## config.mk

```make
export PLATFORM = sky130hd
export DESIGN_NAME = salloc_ram
export DESIGN_NICKNAME = d
export VERILOG_FILES = /design/src/rtl/assert_macros.svh /design/src/rtl/salloc_ram.sv
export SDC_FILE = /design/constraint.sdc
export NUM_CORES = 1
export LEC_CHECK = 0
export BUFFER_PORTS_ARGS = -buffer_cell sky130_fd_sc_hd__buf_2
export CORE_MARGIN = 10
export CORE_UTILIZATION = 60
export CTS_CLUSTER_SIZE = 30
export DETAILED_ROUTE_END_ITERATION = 10
export GPL_TIMING_DRIVEN = 0
export PLACE_DENSITY = 0.77
export SLEW_MARGIN = 5
export SYNTH_ARGS = -nofsm -noshare
export SYNTH_HDL_FRONTEND = slang
export SYNTH_SLANG_ARGS = --single-unit
```

## constraint.sdc

```tcl
create_clock -name clk -period 1.85 [get_ports clk]
set_input_delay 0 -clock clk [delete_from_list [all_inputs] [get_ports clk]]
set_output_delay 0 -clock clk [all_outputs]
set_load 0.05 [all_outputs]
```

## src/rtl/assert_macros.svh

```systemverilog
// Assertion macros shared by the allocator RTL.
// Each macro expects clk and rst_n in scope at the point of use.
`ifndef ASSERT_MACROS_SVH
`define ASSERT_MACROS_SVH

// Check a property on every clock edge outside reset
`define SA_ASSERT(label, prop, msg) \
    label: assert property (@(posedge clk) disable iff (!rst_n) (prop)) else $error(msg);

// Check that a condition holds in the cycle after a trigger
`define SA_ASSERT_NEXT(label, ante, cons, msg) \
    label: assert property (@(posedge clk) disable iff (!rst_n) (ante) |=> (cons)) \
        else $error(msg);

`endif

```

## src/rtl/salloc_ram.sv

```systemverilog
// Generic single-write, single-read RAM with registered read data.
// Read returns the old contents when the same address is written. No dependencies.
`timescale 1ns / 1ps

module salloc_ram #(
    parameter int WIDTH = 8,
    parameter int DEPTH = 16
) (
    input  logic                     clk,
    input  logic                     we,
    input  logic [$clog2(DEPTH)-1:0] waddr,
    input  logic [WIDTH-1:0]         wdata,
    input  logic [$clog2(DEPTH)-1:0] raddr,
    output logic [WIDTH-1:0]         rdata
);

    logic [WIDTH-1:0] mem [DEPTH];
    logic [WIDTH-1:0] rdata_reg;

    // Write port
    always_ff @(posedge clk)
    begin
        if (we)
        begin
            mem[waddr] <= wdata;
        end
    end

    // Registered read port
    always_ff @(posedge clk)
    begin
        rdata_reg <= mem[raddr];
    end

    assign rdata = rdata_reg;

endmodule

```

======== Word level (Yosys, flattened, before mapping) ========
Memories as Yosys holds them, arrays and structs flattened. A register that Yosys moved wholly into a read port is not among the register bits.
Cells that the tools add are included.
W data, S select, Z words.
word-level totals
  word-level logic and storage cells ...... 3
  memory bits (writable) .................. 128
  output and inout port bits .............. 8
  register bits ........................... 0
  memories kept ........................... 1
  bits of input ports ..................... 18
cells by class
  multiplexer cells ....................... 2
memory list
  memory  depth  width  read ports  clocked after Yosys merged registers in  wr ports  line              text
  mem     16     8      1           1                                        1         salloc_ram.sv:17  logic [WIDTH-1:0] mem [DEPTH];
operator list
  operator  count
  $mux W1   2

======== Logic depth before layout (Yosys ltp) ========
  depth after elaboration ................. 2
  gate-level depth with buffers ........... 5
  mapped depth without buffers ............ 3

======== Worst setup path before layout ========
OpenSTA, ideal clock, no wires.
  path type ............................... in2reg
  start point ............................. input waddr[2]
  end point ............................... memory mem[0][0], enable pin
  required time ........................... 1.467 ns
  cell stages on the path ................. 2
  slack ................................... 0.357 ns
  setup time .............................. 0.383 ns
  arrival ................................. 1.110 ns
  buffers on the path ..................... 0
  cell sequence ........................... or3b_2 -> nor3_1
RTL lines
  element      line              text
  from (decl)  salloc_ram.sv:11  input logic [$clog2(DEPTH)-1:0] waddr,
  to (decl)    salloc_ram.sv:17
No word-level cell before the write port.

==> results.py <==
metrics = {
    "clock_tree": {
        "ctsResizeCount": 0,
        "numCtsBuffers": 17,
        "cts_max_path_buffers": 2,
        "clk_latency_ps": 510,
        "clk_pin_slew_worst_paths_ps": 60,
        "cts_tree": "done",
        "htree_num_levels": 4,
        "cts.hold.buffers_added": 9,
        "cts_root_buffer": "clkbuf_8",
        "cts.sinks": 136,
        "cts_setup_buffers": 0,
    },
    "worst_setup_path": {
        "rr_worst_depth": 3,
        "critPathLaunch": "raddr[0]",
        "endpoint": "rdata[0]",
        "rrSetupSlack_ps": 380,
        "start_kind": "input pin",
        "crit_top_cell": "buf_6",
        "endpoint_kind": "flop",
        "worst-path-buf-inv": 3,
        "slowest_stage": "mux4_1",
        "crit_fanout": 10,
        "critPathArrivalTime_ps": 1890,
        "slowest_delay_ps": 620,
        "rr_endpoint": "rdata[0]",
        "worstPathRequired_ps": 2240,
        "crit_cells": 6,
        "crit_family": "buffers and inverters",
        "r2r-start": "mem[5][0]",
        "crit_chain": "dlygate4sd3_1 > buf_6 > buf_6 > mux4_1 > a22oi_1 > nand2_1",
        "crit_type": "input pin to flop",
    },
    "logic_synthesis": {
        "syn_inst": 229,
        "ys_warn_count": 0,
        "ys_types": 19,
        "synth_area_leaders": "edfxtp_1, mux4_2, mux4_1",
        "synth_area_sq_um": 5147,
        "syn-mean-instance-area_sq_um": 22.48,
        "yosysSeqAreaShare_pct": 77.78,
        "ys_seq_elements": 136,
        "yosys.area.top_type_share_pct": 74.67,
        "yosys.area.top_type": "edfxtp_1",
        "synth_nets": 247,
    },
    "finish": {
        "largest_register_ff_count": 128,
        "final.fill_count": 446,
        "syn_to_final_growth_pct": 19.40,
        "antenna_cells": 0,
        "design_area_sq_um": 6146,
        "drive_gt1_share_pct": 28.23,
        "layout.nets": 299,
    },
    "die": {
        "die_y_microns": 112.6,
        "io_pins": 26,
        "start_util_pct": 62.02,
        "die_x_microns": 112.6,
        "rows": 33,
        "dieArea_sq_um": 12680,
        "core-area_sq_um": 8299,
    },
    "global_routing": {
        "grt_first_pass_wirelength_microns": 15700,
        "grt_antenna_before_repair": 0,
        "track_usage_pct": 16.73,
        "grt_pass1_vias": 2602,
        "grt_max_degree": 17,
        "grt_overflow": 0,
    },
    "sta": {
        "final.min_clock_period_ps": 1492,
        "skew_ps": 6.696,
        "final_max_slew_viol_count": 0,
        "rsz0062_at_grt": "false",
        "hold_viol": 0,
        "finalHoldWorstSlack_ps": 28.39,
        "final-setup-viol-count": 0,
        "tightest_slew_ps": 1288,
        "worst_slack_ps": 358.1,
        "timing.fmax_mhz": 670.3,
        "fin_setup_tns_ps": 0,
        "max_slew_margin_pct": 13.44,
        "fin_crit_sh_pct": 80.64,
    },
    "pwr": {
        "peakVddDrop_mv": 0.8790,
        "leakagePower_nw": 2.099,
        "p_per_area_nw_per_um2": 1231,
    },
    "drt": {
        "routed_wl_microns": 10080,
        "vias": 2494,
        "wire_per_inst_microns": 25.25,
        "viasPerCell": 6.251,
        "drt_iter0_markers": 230,
        "route.detailed.drc": 0,
        "firstDrtPassIters": 4,
        "drt.antenna.violating_nets": 0,
    },
    "placed_design": {
        "pre_cts_ws_ps": -173.9,
        "dp_hpwl_microns": 6003,
        "postPlaceCellArea_sq_um": 5399,
        "routabilityCongestion": 0.7420,
        "port_buffers": 24,
    },
    "worst_hold_path": {
        "worstHoldPathType": "input pin to flop",
    },
    "flow_run": {
        "cap_violations": 0,
    },
    "outcome": {
        "outcome": "finished, final reports clean",
    },
}
[through the flow]
step	instances	utilization, %	power [mW]
floorplan	229	-	3.771
global placement	358	65.05	3.906
detailed placement	358	65.05	3.920
CTS	399	74.05	7.590
global route	399	74.05	7.774
finish	399	74.05	7.563
[power breakdown]
group / switching [mW] / internal [mW] / leakage [nW]
clock: 1.20 / 2.49 / 0.323
combinational: 0.260 / 0.149 / 0.552
sequential: 0.0182 / 3.45 / 1.22
[per-layer routing]
layer  wire [microns]  vias to the layer above  part of all wire (%)  global-route usage (%)
met2             4985                      124                    49                   25.61
li1                 -                     1079                     -                       -
met3              943                       15                   9.4                   5.964
met4              155                        0                   1.5                   5.499
met5                0                        -                     0                       0
met1             3991                     1276                    40                   21.84
[cells in the final DEF (no fill, tap or decap)]
master and instances:
edfxtp_1 128, buf_2 27, mux4_2 18, a22oi_1 16, clkbuf_16 16, mux4_1 14
nor2_1 13, nand2_1 9, dlygate4sd3_1 9, dfxtp_1 8, bufinv_16 6, nor3_1 4
buf_6 3, clkdlybuf4s25_2 3, clkinv_2 3, clkinv_4 3, nand3b_1 2, nand2b_1 2
clkbuf_8 2, nor2b_1 1, buf_4 1, and2_1 1, and2b_1 1, nand3_1 1
or3b_2 1, clkinv_1 1, clkbuf_1 1
[worst min-delay path by stage]
stage / startpoint / endpoint / slack, ps / cells after the start
global placement: wdata[5] / mem[6][5] / 400 / 1
finish: raddr[1] / rdata[7] / 30 / 4
global route: raddr[1] / rdata[7] / 60 / 4
floorplan: wdata[0] / mem[0][0] / 100 / 0
detailed placement: wdata[5] / mem[7][5] / 410 / 1
CTS: raddr[1] / rdata[7] / 20 / 4
[tightest hold or removal path, stage by stage]
cell	delay, ps
buf_2	150
mux4_2	190
a22oi_1	100
nand2_1	70
[cells in the mapped netlist]
cell type,number
and2b_1,1
nor2b_1,1
mux4_2,18
and2_1,1
dfxtp_1,8
nand3_1,1
a22oi_1,16
nor3_1,4
mux4_1,14
nand2_1,9
clkdlybuf4s25_2,3
buf_2,3
or3b_2,1
nor2_1,13
buf_6,3
nand2b_1,2
edfxtp_1,128
buf_4,1
nand3b_1,2
[cells by family (layout without fill, tap and decap cells)]
group	after synthesis	after routing	synth area share (%)
flip-flops	136	136	77.78
AND/OR/NAND/NOR	35	35	3.184
multiplexers	32	32	15.02
AO/OA/AOI/OAI	16	16	2.334
buffers and inverters	10	75	1.677
[cell type report]
| cell class | count | area [sq um] | share of cell area, % |
|---|---|---|---|
| repair buffers | 33 | 210.2 | 3.420 |
| clock buffers | 19 | 431.7 | 7.024 |
| flip-flops and latches | 136 | 4004 | 65.15 |
| clock inverters | 13 | 225.2 | 3.664 |
| multi-input cells | 83 | 1057 | 17.20 |
| well taps | 105 | 131.4 | 2.138 |
| plain buffers | 10 | 86.33 | 1.405 |
Note: power is estimated with default switching activity, not from simulation.
