### src/rtl/assert_macros.svh
// Assertion macros shared by the allocator RTL.
// Each macro expects clk and rst_n in scope at the point of use.
`ifndef ASSERT_MACROS_SVH
`define ASSERT_MACROS_SVH

// Check a property on every clock edge outside reset
`define SA_ASSERT(label, prop, msg) \
    label: assert property (@(posedge clk) disable iff (!rst_n) (prop)) else $error(msg);

// Check that a condition holds in the cycle after a trigger
`define SA_ASSERT_NEXT(label, ante, cons, msg) \
    label: assert property (@(posedge clk) disable iff (!rst_n) (ante) |=> (cons)) \
        else $error(msg);

`endif

### src/rtl/salloc_pkg.sv
// Package for the LIFO stack allocator: sizes, command and status codes, and the
// structs passed between the allocator modules. No dependencies.
`timescale 1ns / 1ps

package salloc_pkg;

    // Byte area and chunk geometry (ELEM_BYTES must be a power of two)
    localparam int CAPACITY_BYTES = 4096;
    localparam int ELEM_BYTES     = 4;
    localparam int MAX_CHUNKS     = 1024;
    localparam int ELEM_SHIFT     = $clog2(ELEM_BYTES);

    // Field and state widths
    localparam int CMD_W   = 2;
    localparam int SIZE_W  = 13;
    localparam int OFF_W   = 12;
    localparam int TOP_W   = 13;
    localparam int COUNT_W = $clog2(MAX_CHUNKS) + 1;
    localparam int IDX_W   = $clog2(MAX_CHUNKS);
    localparam int ROUND_W = SIZE_W + 1;
    localparam int SUM_W   = ROUND_W + 1;

    typedef enum logic [CMD_W-1:0] {
        CMD_ALLOC = 2'd0,
        CMD_FREE  = 2'd1,
        CMD_RESET = 2'd2,
        CMD_NOP   = 2'd3
    } cmd_t;

    typedef enum logic [1:0] {
        ST_OK     = 2'd0,
        ST_NOMEM  = 2'd1,
        ST_ORDER  = 2'd2,
        ST_BADPTR = 2'd3
    } status_t;

    typedef struct packed {
        cmd_t              command;
        logic [SIZE_W-1:0] size_bytes;
        logic [OFF_W-1:0]  chunk_offset;
    } item_t;

    typedef struct packed {
        logic [OFF_W-1:0] address;
        status_t          status;
        logic [TOP_W-1:0] bytes_used;
    } result_t;

    // Size store access issued by the core each cycle
    typedef struct packed {
        logic             we;
        logic [IDX_W-1:0] waddr;
        logic [TOP_W-1:0] wdata;
        logic [IDX_W-1:0] raddr;
    } ram_req_t;

endpackage

### src/rtl/salloc_core.sv
// Allocator core: stack top and chunk count, command decode, result register.
// Depends on salloc_pkg; drives the size store held in salloc_ram.
`timescale 1ns / 1ps

module salloc_core (
    input  logic                        clk,
    input  logic                        rst_n,
    input  logic                        item_valid,
    input  salloc_pkg::item_t           item,
    input  logic [salloc_pkg::TOP_W-1:0] ram_rdata,
    output salloc_pkg::ram_req_t        ram_req,
    output logic                        done,
    output salloc_pkg::result_t         result
);

    localparam int TOP_W   = salloc_pkg::TOP_W;
    localparam int COUNT_W = salloc_pkg::COUNT_W;
    localparam int IDX_W   = salloc_pkg::IDX_W;
    localparam int ROUND_W = salloc_pkg::ROUND_W;
    localparam int SUM_W   = salloc_pkg::SUM_W;
    localparam int OFF_W   = salloc_pkg::OFF_W;

    logic [TOP_W-1:0]   stack_top_reg, stack_top_next;
    logic [COUNT_W-1:0] chunk_count_reg, chunk_count_next;
    logic               bypass_valid_reg, bypass_valid_next;
    logic [TOP_W-1:0]   bypass_size_reg, bypass_size_next;
    logic               done_reg, done_next;
    salloc_pkg::result_t result_reg, result_next;

    logic [ROUND_W-1:0] rounded;
    logic [SUM_W-1:0]   alloc_need;
    logic [TOP_W-1:0]   data_addr;
    logic [TOP_W-1:0]   top_size;
    logic [TOP_W-1:0]   off_ext;
    logic [TOP_W-1:0]   top_data;
    logic               no_room;
    logic               bad_ptr;
    logic [COUNT_W-1:0] count_minus1;

    // Size of the top chunk: a push in the previous cycle is not yet visible in the RAM read
    assign top_size = bypass_valid_reg ? bypass_size_reg : ram_rdata;

    // Allocate arithmetic: round up, then header plus chunk on top of the stack
    assign rounded = ({1'b0, item.size_bytes} + ROUND_W'(salloc_pkg::ELEM_BYTES - 1))
                     & ~ROUND_W'(salloc_pkg::ELEM_BYTES - 1);
    assign alloc_need = {{(SUM_W-TOP_W){1'b0}}, stack_top_reg}
                        + SUM_W'(salloc_pkg::ELEM_BYTES) + {1'b0, rounded};
    assign data_addr = stack_top_reg + TOP_W'(salloc_pkg::ELEM_BYTES);
    assign no_room   = (chunk_count_reg >= COUNT_W'(salloc_pkg::MAX_CHUNKS))
                       || (alloc_need > SUM_W'(salloc_pkg::CAPACITY_BYTES));

    // Free checks: pointer inside the live area and aligned, then top-of-stack match
    assign off_ext  = {1'b0, item.chunk_offset};
    assign bad_ptr  = (chunk_count_reg == '0)
                      || (item.chunk_offset < OFF_W'(salloc_pkg::ELEM_BYTES))
                      || ((off_ext - TOP_W'(salloc_pkg::ELEM_BYTES)) >= stack_top_reg)
                      || (item.chunk_offset[salloc_pkg::ELEM_SHIFT-1:0] != '0);
    assign top_data = stack_top_reg - top_size;
    assign count_minus1 = chunk_count_next - COUNT_W'(1);

    // Decode the command, update the stack and form the result
    always_comb
    begin
        stack_top_next    = stack_top_reg;
        chunk_count_next  = chunk_count_reg;
        bypass_valid_next = 1'b0;
        bypass_size_next  = bypass_size_reg;
        done_next         = item_valid;
        result_next       = result_reg;
        ram_req.we        = 1'b0;
        ram_req.waddr     = chunk_count_reg[IDX_W-1:0];
        ram_req.wdata     = rounded[TOP_W-1:0];

        if (item_valid)
        begin
            result_next.address = '0;
            result_next.status  = salloc_pkg::ST_OK;
            case (item.command)
                salloc_pkg::CMD_ALLOC:
                begin
                    if (no_room)
                    begin
                        result_next.status = salloc_pkg::ST_NOMEM;
                    end
                    else
                    begin
                        result_next.address = data_addr[OFF_W-1:0];
                        ram_req.we          = 1'b1;
                        chunk_count_next    = chunk_count_reg + COUNT_W'(1);
                        stack_top_next      = alloc_need[TOP_W-1:0];
                        bypass_valid_next   = 1'b1;
                        bypass_size_next    = rounded[TOP_W-1:0];
                    end
                end
                salloc_pkg::CMD_FREE:
                begin
                    if (bad_ptr)
                    begin
                        result_next.status = salloc_pkg::ST_BADPTR;
                    end
                    else if (off_ext != top_data)
                    begin
                        result_next.status = salloc_pkg::ST_ORDER;
                    end
                    else
                    begin
                        chunk_count_next = chunk_count_reg - COUNT_W'(1);
                        stack_top_next   = top_data - TOP_W'(salloc_pkg::ELEM_BYTES);
                    end
                end
                salloc_pkg::CMD_RESET:
                begin
                    chunk_count_next = '0;
                    stack_top_next   = '0;
                end
                salloc_pkg::CMD_NOP:
                begin
                    stack_top_next = stack_top_reg;
                end
                default:
                begin
                    stack_top_next = stack_top_reg;
                end
            endcase
            result_next.bytes_used = stack_top_next;
        end

        // Fetch the size of the chunk that will be on top next cycle
        ram_req.raddr = count_minus1[IDX_W-1:0];
    end

    // Control state
    always_ff @(posedge clk or negedge rst_n)
    begin
        if (!rst_n)
        begin
            stack_top_reg    <= '0;
            chunk_count_reg  <= '0;
            bypass_valid_reg <= 1'b0;
            done_reg         <= 1'b0;
        end
        else
        begin
            stack_top_reg    <= stack_top_next;
            chunk_count_reg  <= chunk_count_next;
            bypass_valid_reg <= bypass_valid_next;
            done_reg         <= done_next;
        end
    end

    // Payload registers
    always_ff @(posedge clk)
    begin
        bypass_size_reg <= bypass_size_next;
        result_reg      <= result_next;
    end

    assign done   = done_reg;
    assign result = result_reg;

endmodule

### config.mk
export PLATFORM = sky130hd
export DESIGN_NAME = salloc_core
export DESIGN_NICKNAME = d
export VERILOG_FILES = /design/src/rtl/assert_macros.svh /design/src/rtl/salloc_pkg.sv /design/src/rtl/salloc_core.sv
export SDC_FILE = /design/constraint.sdc
export NUM_CORES = 1
export LEC_CHECK = 0
export BUFFER_PORTS_ARGS = -buffer_cell sky130_fd_sc_hd__buf_2
export CORE_ASPECT_RATIO = 1.75
export CORE_MARGIN = 8
export CORE_UTILIZATION = 58
export DETAILED_ROUTE_END_ITERATION = 6
export GPL_ROUTABILITY_DRIVEN = 0
export HOLD_SLACK_MARGIN = 0.08
export PLACE_DENSITY_LB_ADDON = 0.1
export SLEW_MARGIN = 20
export SYNTH_ARGS = -nofsm -noshare
export SYNTH_HDL_FRONTEND = slang
export SYNTH_SLANG_ARGS = --single-unit
### constraint.sdc
create_clock -name clk -period 7.5 [get_ports clk]
set_input_delay 1.125 -clock clk [delete_from_list [all_inputs] [get_ports clk]]
set_output_delay 1.125 -clock clk [all_outputs]
set_load 0.02 [all_outputs]
== Word level (Yosys, flattened, before mapping) ==
Index checks and enable logic that the tools add are counted.

* Output and inout bits: 62
* Word-level logic and storage cells: 54
* Input bits: 43
* Register bits after elaboration: 64

* Bitwise gates (word level): 2
* Reductions and logical operators: 9
* Multiplexer cells: 17
* $add $sub $neg: 10
* Order comparisons: 4
* Eq/ne operators: 4

{| class="wikitable"
|+ Operator list
! cell !! number
|-
| 2-to-1 mux 13 bit || 4
|-
| case mux 13 bit (4 select lines) || 1
|-
| 2-to-1 mux 11 bit || 4
|-
| case mux 11 bit (3 select lines) || 1
|-
| adder 14 x 14 -> 15 bit || 1
|-
| > comparator 15 x 13 -> 1 bit, second input constant || 1
|-
| adder 13 x 2 -> 14 bit, second input constant || 1
|-
| adder 13 x 3 -> 14 bit, second input constant || 1
|-
| >= comparator 13 bit || 1
|-
| inequality test 12 x 13 -> 1 bit || 1
|-
| subtractor 12 x 3 -> 13 bit, second input constant || 1
|-
| subtractor 13 bit || 1
|-
| subtractor 13 x 3 -> 13 bit, second input constant || 1
|-
| adder 12 x 3 -> 12 bit, second input constant || 1
|-
| less-than comparator 12 x 3 -> 1 bit, second input constant || 1
|-
| adder 11 x 1 -> 11 bit, second input constant || 1
|-
| >= comparator 11 bit, second input constant || 1
|-
| logical NOT 11 bit || 1
|-
| subtractor 11 x 1 -> 11 bit, second input constant || 1
|-
| subtractor 10 x 1 -> 10 bit, second input constant || 1
|-
| equality test 2 bit, second input constant || 2
|-
| logical OR 1 bit || 4
|-
| 2-to-1 mux 1 bit || 4
|-
| 2-to-1 mux 2 bit || 2
|-
| other kinds (7) || 8
|}

== Logic depth before layout (Yosys ltp) ==
* Depth after elaboration: 8
* Mapped depth: 24
* Gate-level depth less buffers: 23

== Worst setup path after synthesis ==
No wires, ideal clock.

* Path kind: input port to output port
* Start point: input port item[13] (netlist bit)
* End point: output port ram_req[8] (netlist bit)
* Cell stages on the path: 24
* Required time: 6.375 ns
* Setup slack: 0.305 ns
* Arrival: 6.070 ns
* Path buffers: 1
* Cells stage by stage: o21a_1 -> nand3_1 -> nor2_1 -> nand3_1 -> nor2_1 -> nand4_1 -> xnor2_1 -> ha_1 -> ha_1 -> nand2_1 -> a2111oi_0 -> nand2_1 -> a211oi_1 -> nand2_1 -> a21oi_1 -> clkbuf_1 -> nor3_1 -> or3_1 -> nand2_1 -> o21a_1 -> ha_1 -> nand4_1 -> nor4_2 -> xor2_1

{| class="wikitable"
|+ RTL lines
! what !! line !! text
|-
| start: declaration || salloc_core.sv:9 || <nowiki>input salloc_pkg::item_t item,</nowiki>
|-
| end: declaration || salloc_core.sv:11 || <nowiki>output salloc_pkg::ram_req_t ram_req,</nowiki>
|}

==> impl_metrics.py <==
metrics = {
    "drt": {
        "via_count": 5704,
        "drt-total-wl_um": 19600,
        "detailedRoute.firstPassIterationCount": 5,
        "detail-route-antenna-nets": 0,
        "number_of_drc_markers_after_the_initial_detailed_route_iteration": 428,
        "wl_met2_um": 10500,
        "highest-signal-layer": "met4",
        "wirelength_met1_um": 6380,
        "remaining_drc_errors": 0,
        "post_drt_via_cell_ratio": 6.45,
        "met3_wirelength_um": 1250,
        "routed_len_inst_um": 22.2,
    },
    "clocking": {
        "clk-insertion-delay-late_ps": 340,
        "cts_tree": "done",
        "cts.htree.levels": 3,
        "cts.reportedPaths.clkPinSlew_ps": 60,
        "ctsHoldBuffers": 0,
        "clock_sinks": 64,
        "clock-root-buffer": "sky130_fd_sc_hd__clkbuf_16",
        "cts.path.max_buffers": 2,
        "numCtsBuffers": 9,
    },
    "timing": {
        "hold_slack_ps": 621,
        "worst_slew_margin_rel_pct": 35.7,
        "min_period_over_period_pct": 96.3,
        "timing.final.crit_period_ps": 7220,
        "worst_clock_skew_ps": 3.11,
        "max_slew_violation_count": 0,
        "final_hold_viol_count": 0,
        "fmax_ghz": 0.139,
        "measured_slew_at_the_worst_slew_check_pin_ps": 962,
        "setup_viol": 0,
    },
    "placement": {
        "port-buffer-count": 102,
        "placedInstanceArea_um2": 6540,
        "detailedPlacementHpwl_um": 15500,
    },
    "grt": {
        "maximum_number_of_pins_on_one_net_before_global_route_repair": 47,
        "number_of_antenna_violations_at_the_first_check_in_global_routing": 0,
        "grt_first_pass_wirelength_um": 30400,
        "groute.usage.overall_pct": 28.4,
        "grt_overflow_total": 0,
        "first_global_vias": 5922,
    },
    "critical_path": {
        "cp_cell_sequence": "buf_2 > nor2b_1 > ha_1 > inv_1 > fa_1 > xor2_1 > xnor2_1 > or4_1 > a211oi_1 > nand4_1 > or4_1 > or4_1 > a211oi_2 > o2111ai_1 > nor2_1 > nor4b_2 > xor2_1 > buf_2",
        "worst_path_largest_cell_delay_ps": 580,
        "setup.worst_path.start_class": "input pin",
        "critical_path.max_fanout": 3,
        "family_with_the_most_delay_on_the_worst_path": "simple AND/OR/NAND/NOR gates",
        "timing.critical_path.buf_inv": 3,
        "critical_path_class": "in -> out",
        "critical-path-slowest-cell": "sky130_fd_sc_hd__or4_1",
        "critical_path.endpoint_type": "primary output",
        "critPathArrivalTime_ps": 6090,
        "cpMostUsedCell": "sky130_fd_sc_hd__or4_1",
        "worst_ep_required_time_ps": 6380,
        "ff2ff_setup_slack_ps": 2410,
    },
    "synthesis": {
        "yosys.cell_types.count": 81,
        "netlist_top_cells_count": "sky130_fd_sc_hd__nor2_1, sky130_fd_sc_hd__nand2_1, sky130_fd_sc_hd__ha_1, sky130_fd_sc_hd__xnor2_1, sky130_fd_sc_hd__inv_1",
        "asyncSetResetFlopFracSynth_pct": 40.6,
        "area_share_of_the_largest_cell_type_after_synthesis_pct": 19.0,
        "synth.most_common_cell": "sky130_fd_sc_hd__nor2_1",
        "syn_inst": 664,
        "synthesis.area_um2": 6000,
        "synthesis.yosys.warnings": 0,
        "ys_seq_area_share_pct": 29.9,
        "synth-edff-count": 38,
        "syn-mean-instance-area_um2": 9.04,
        "post-synth-top-area-cell": "sky130_fd_sc_hd__edfxtp_1",
        "postSynthRegisterBits": 64,
        "synth.area.top_cells": "sky130_fd_sc_hd__edfxtp_1, sky130_fd_sc_hd__ha_1, sky130_fd_sc_hd__dfrtp_1",
        "synth-main-ff-cell": "sky130_fd_sc_hd__edfxtp_1",
    },
    "cells_and_area": {
        "area_growth_pct": 14.5,
        "ratio_of_cells_with_drive_above_1_in_the_final_layout_pct": 20.2,
        "diodes": 0,
        "post-route-cell-area_um2": 6870,
        "fin_nets": 850,
        "largest_register_ff_count": 27,
        "fin_util_pct": 67.5,
    },
    "floorplanning": {
        "start_util_pct": 59.0,
        "fp.coreArea_um2": 10200,
        "fp.dieW_um": 92.9,
        "core.rowCount": 49,
        "num_io_pins": 105,
        "floorplan.die.height_um": 151,
        "floorplan.die_area_um2": 14000,
    },
    "pwr": {
        "ir_drop_mv": 0.205,
        "power_leakage_nw": 3.12,
        "power_density_nw_per_um2": 348,
    },
    "worst_hold_path": {
        "hold_class": "reg -> reg",
    },
    "status": {
        "run_status": "finished clean",
    },
    "flow_run": {
        "cap_viol_max_count": 0,
    },
}
-- cell type report --
class / count / area (um^2)
clock buffers: 9 / 225
clock inverters: 7 / 71.3
fillers: 858 / 3310
inverters: 40 / 150
multi-input cells: 527 / 3900
flip-flops and latches: 64 / 1790
well taps: 127 / 159
repair buffers: 110 / 571
-- cells in the final DEF (no fill, tap or decap), types with 9 or more instances in the layout --
master,Yosys,routed
sky130_fd_sc_hd__buf_2,3,102
sky130_fd_sc_hd__nand2_1,54,54
sky130_fd_sc_hd__nor2_1,55,53
sky130_fd_sc_hd__ha_1,53,53
sky130_fd_sc_hd__xnor2_1,43,41
sky130_fd_sc_hd__inv_1,39,39
sky130_fd_sc_hd__edfxtp_1,38,38
sky130_fd_sc_hd__nand3_1,26,26
sky130_fd_sc_hd__a21oi_1,26,26
sky130_fd_sc_hd__dfrtp_1,26,26
sky130_fd_sc_hd__xor2_1,24,24
sky130_fd_sc_hd__nor3_1,18,18
sky130_fd_sc_hd__mux2i_1,15,15
sky130_fd_sc_hd__and3_1,15,15
sky130_fd_sc_hd__o21ai_0,13,13
sky130_fd_sc_hd__and2_1,12,12
sky130_fd_sc_hd__a21o_1,11,11
sky130_fd_sc_hd__or3_1,9,9
sky130_fd_sc_hd__clkbuf_16,0,9
-- final timing paths --
| check | startpoint | end | depth (start not counted) |
|---|---|---|---|
| max in group asynchronous | rst_n | chunk_count_reg[0]$_DFF_PN0_ | 1 |
| setup reg to reg | bypass_valid_reg$_DFF_PN0_ | result[4]$_DFFE_PP_ | 15 |
| hold / removal | chunk_count_reg[9]$_DFF_PN0_ | chunk_count_reg[10]$_DFFE_PN0P_ | 2 |
| setup / recovery | ram_rdata[0] | ram_req[9] | 18 |
| min in group asynchronous | rst_n | chunk_count_reg[8]$_DFF_PN0_ | 1 |
| hold reg to reg | chunk_count_reg[9]$_DFF_PN0_ | chunk_count_reg[10]$_DFFE_PN0P_ | 2 |
-- metal layers --
layer,track usage (%),up-vias
li1,-,2612
met1,25.3,2693
met2,53.0,297
met3,6.69,102
met4,21.7,0
met5,0,-
-- metrics by stage --
stage / power [mW] / std cells / setup TNS, ps / setup slack, ps
final: 2.39 / 884 / 0 / 280
after global placement: 1.89 / 867 / 0 / 436
after global routing: 2.53 / 884 / -12.6 / -12.6
after CTS: 2.35 / 883 / 0 / 198
after floorplan: 1.51 / 665 / 0 / 305
after detailed placement: 1.91 / 867 / 0 / 229
-- report_power, final --
part           switching (mW)  total (mW)  internal (mW)
clock network           0.167       0.425          0.257
logic                   0.877        1.43          0.549
registers              0.0911       0.537          0.446
-- repair_timing --
action,in CTS,in global routing
hold endpoints to repair,0,0
setup buffers,0,1
endpoints found under the setup margin,0,7
gates resized for setup,0,7
-- cells by family after synthesis --
group / after synthesis / synth area share [%]
fa+ha+maj: 55 / 11.7
flops: 64 / 29.9
other cells: 1 / 0.0625
mux: 20 / 3.44
xor+xnor: 71 / 11.3
compound gates: 138 / 17.1
buf+inv: 74 / 5.63
simple gates: 241 / 20.9
-- worst register-to-register path, stage by stage, from the launching register on --
cell	delay, ps
sky130_fd_sc_hd__dfrtp_1	650
sky130_fd_sc_hd__nor2b_1	230
sky130_fd_sc_hd__ha_1	270
sky130_fd_sc_hd__inv_1	80
sky130_fd_sc_hd__fa_1	390
sky130_fd_sc_hd__xor2_1	420
sky130_fd_sc_hd__xnor2_1	140
sky130_fd_sc_hd__or4_1	520
sky130_fd_sc_hd__a211oi_1	300
sky130_fd_sc_hd__nand4_1	150
sky130_fd_sc_hd__or4_1	530
sky130_fd_sc_hd__buf_4	190
sky130_fd_sc_hd__nor2_1	110
sky130_fd_sc_hd__o21bai_1	260
sky130_fd_sc_hd__a222oi_1	490
sky130_fd_sc_hd__inv_1	90
No activity file was read; power rests on OpenSTA's default activity.
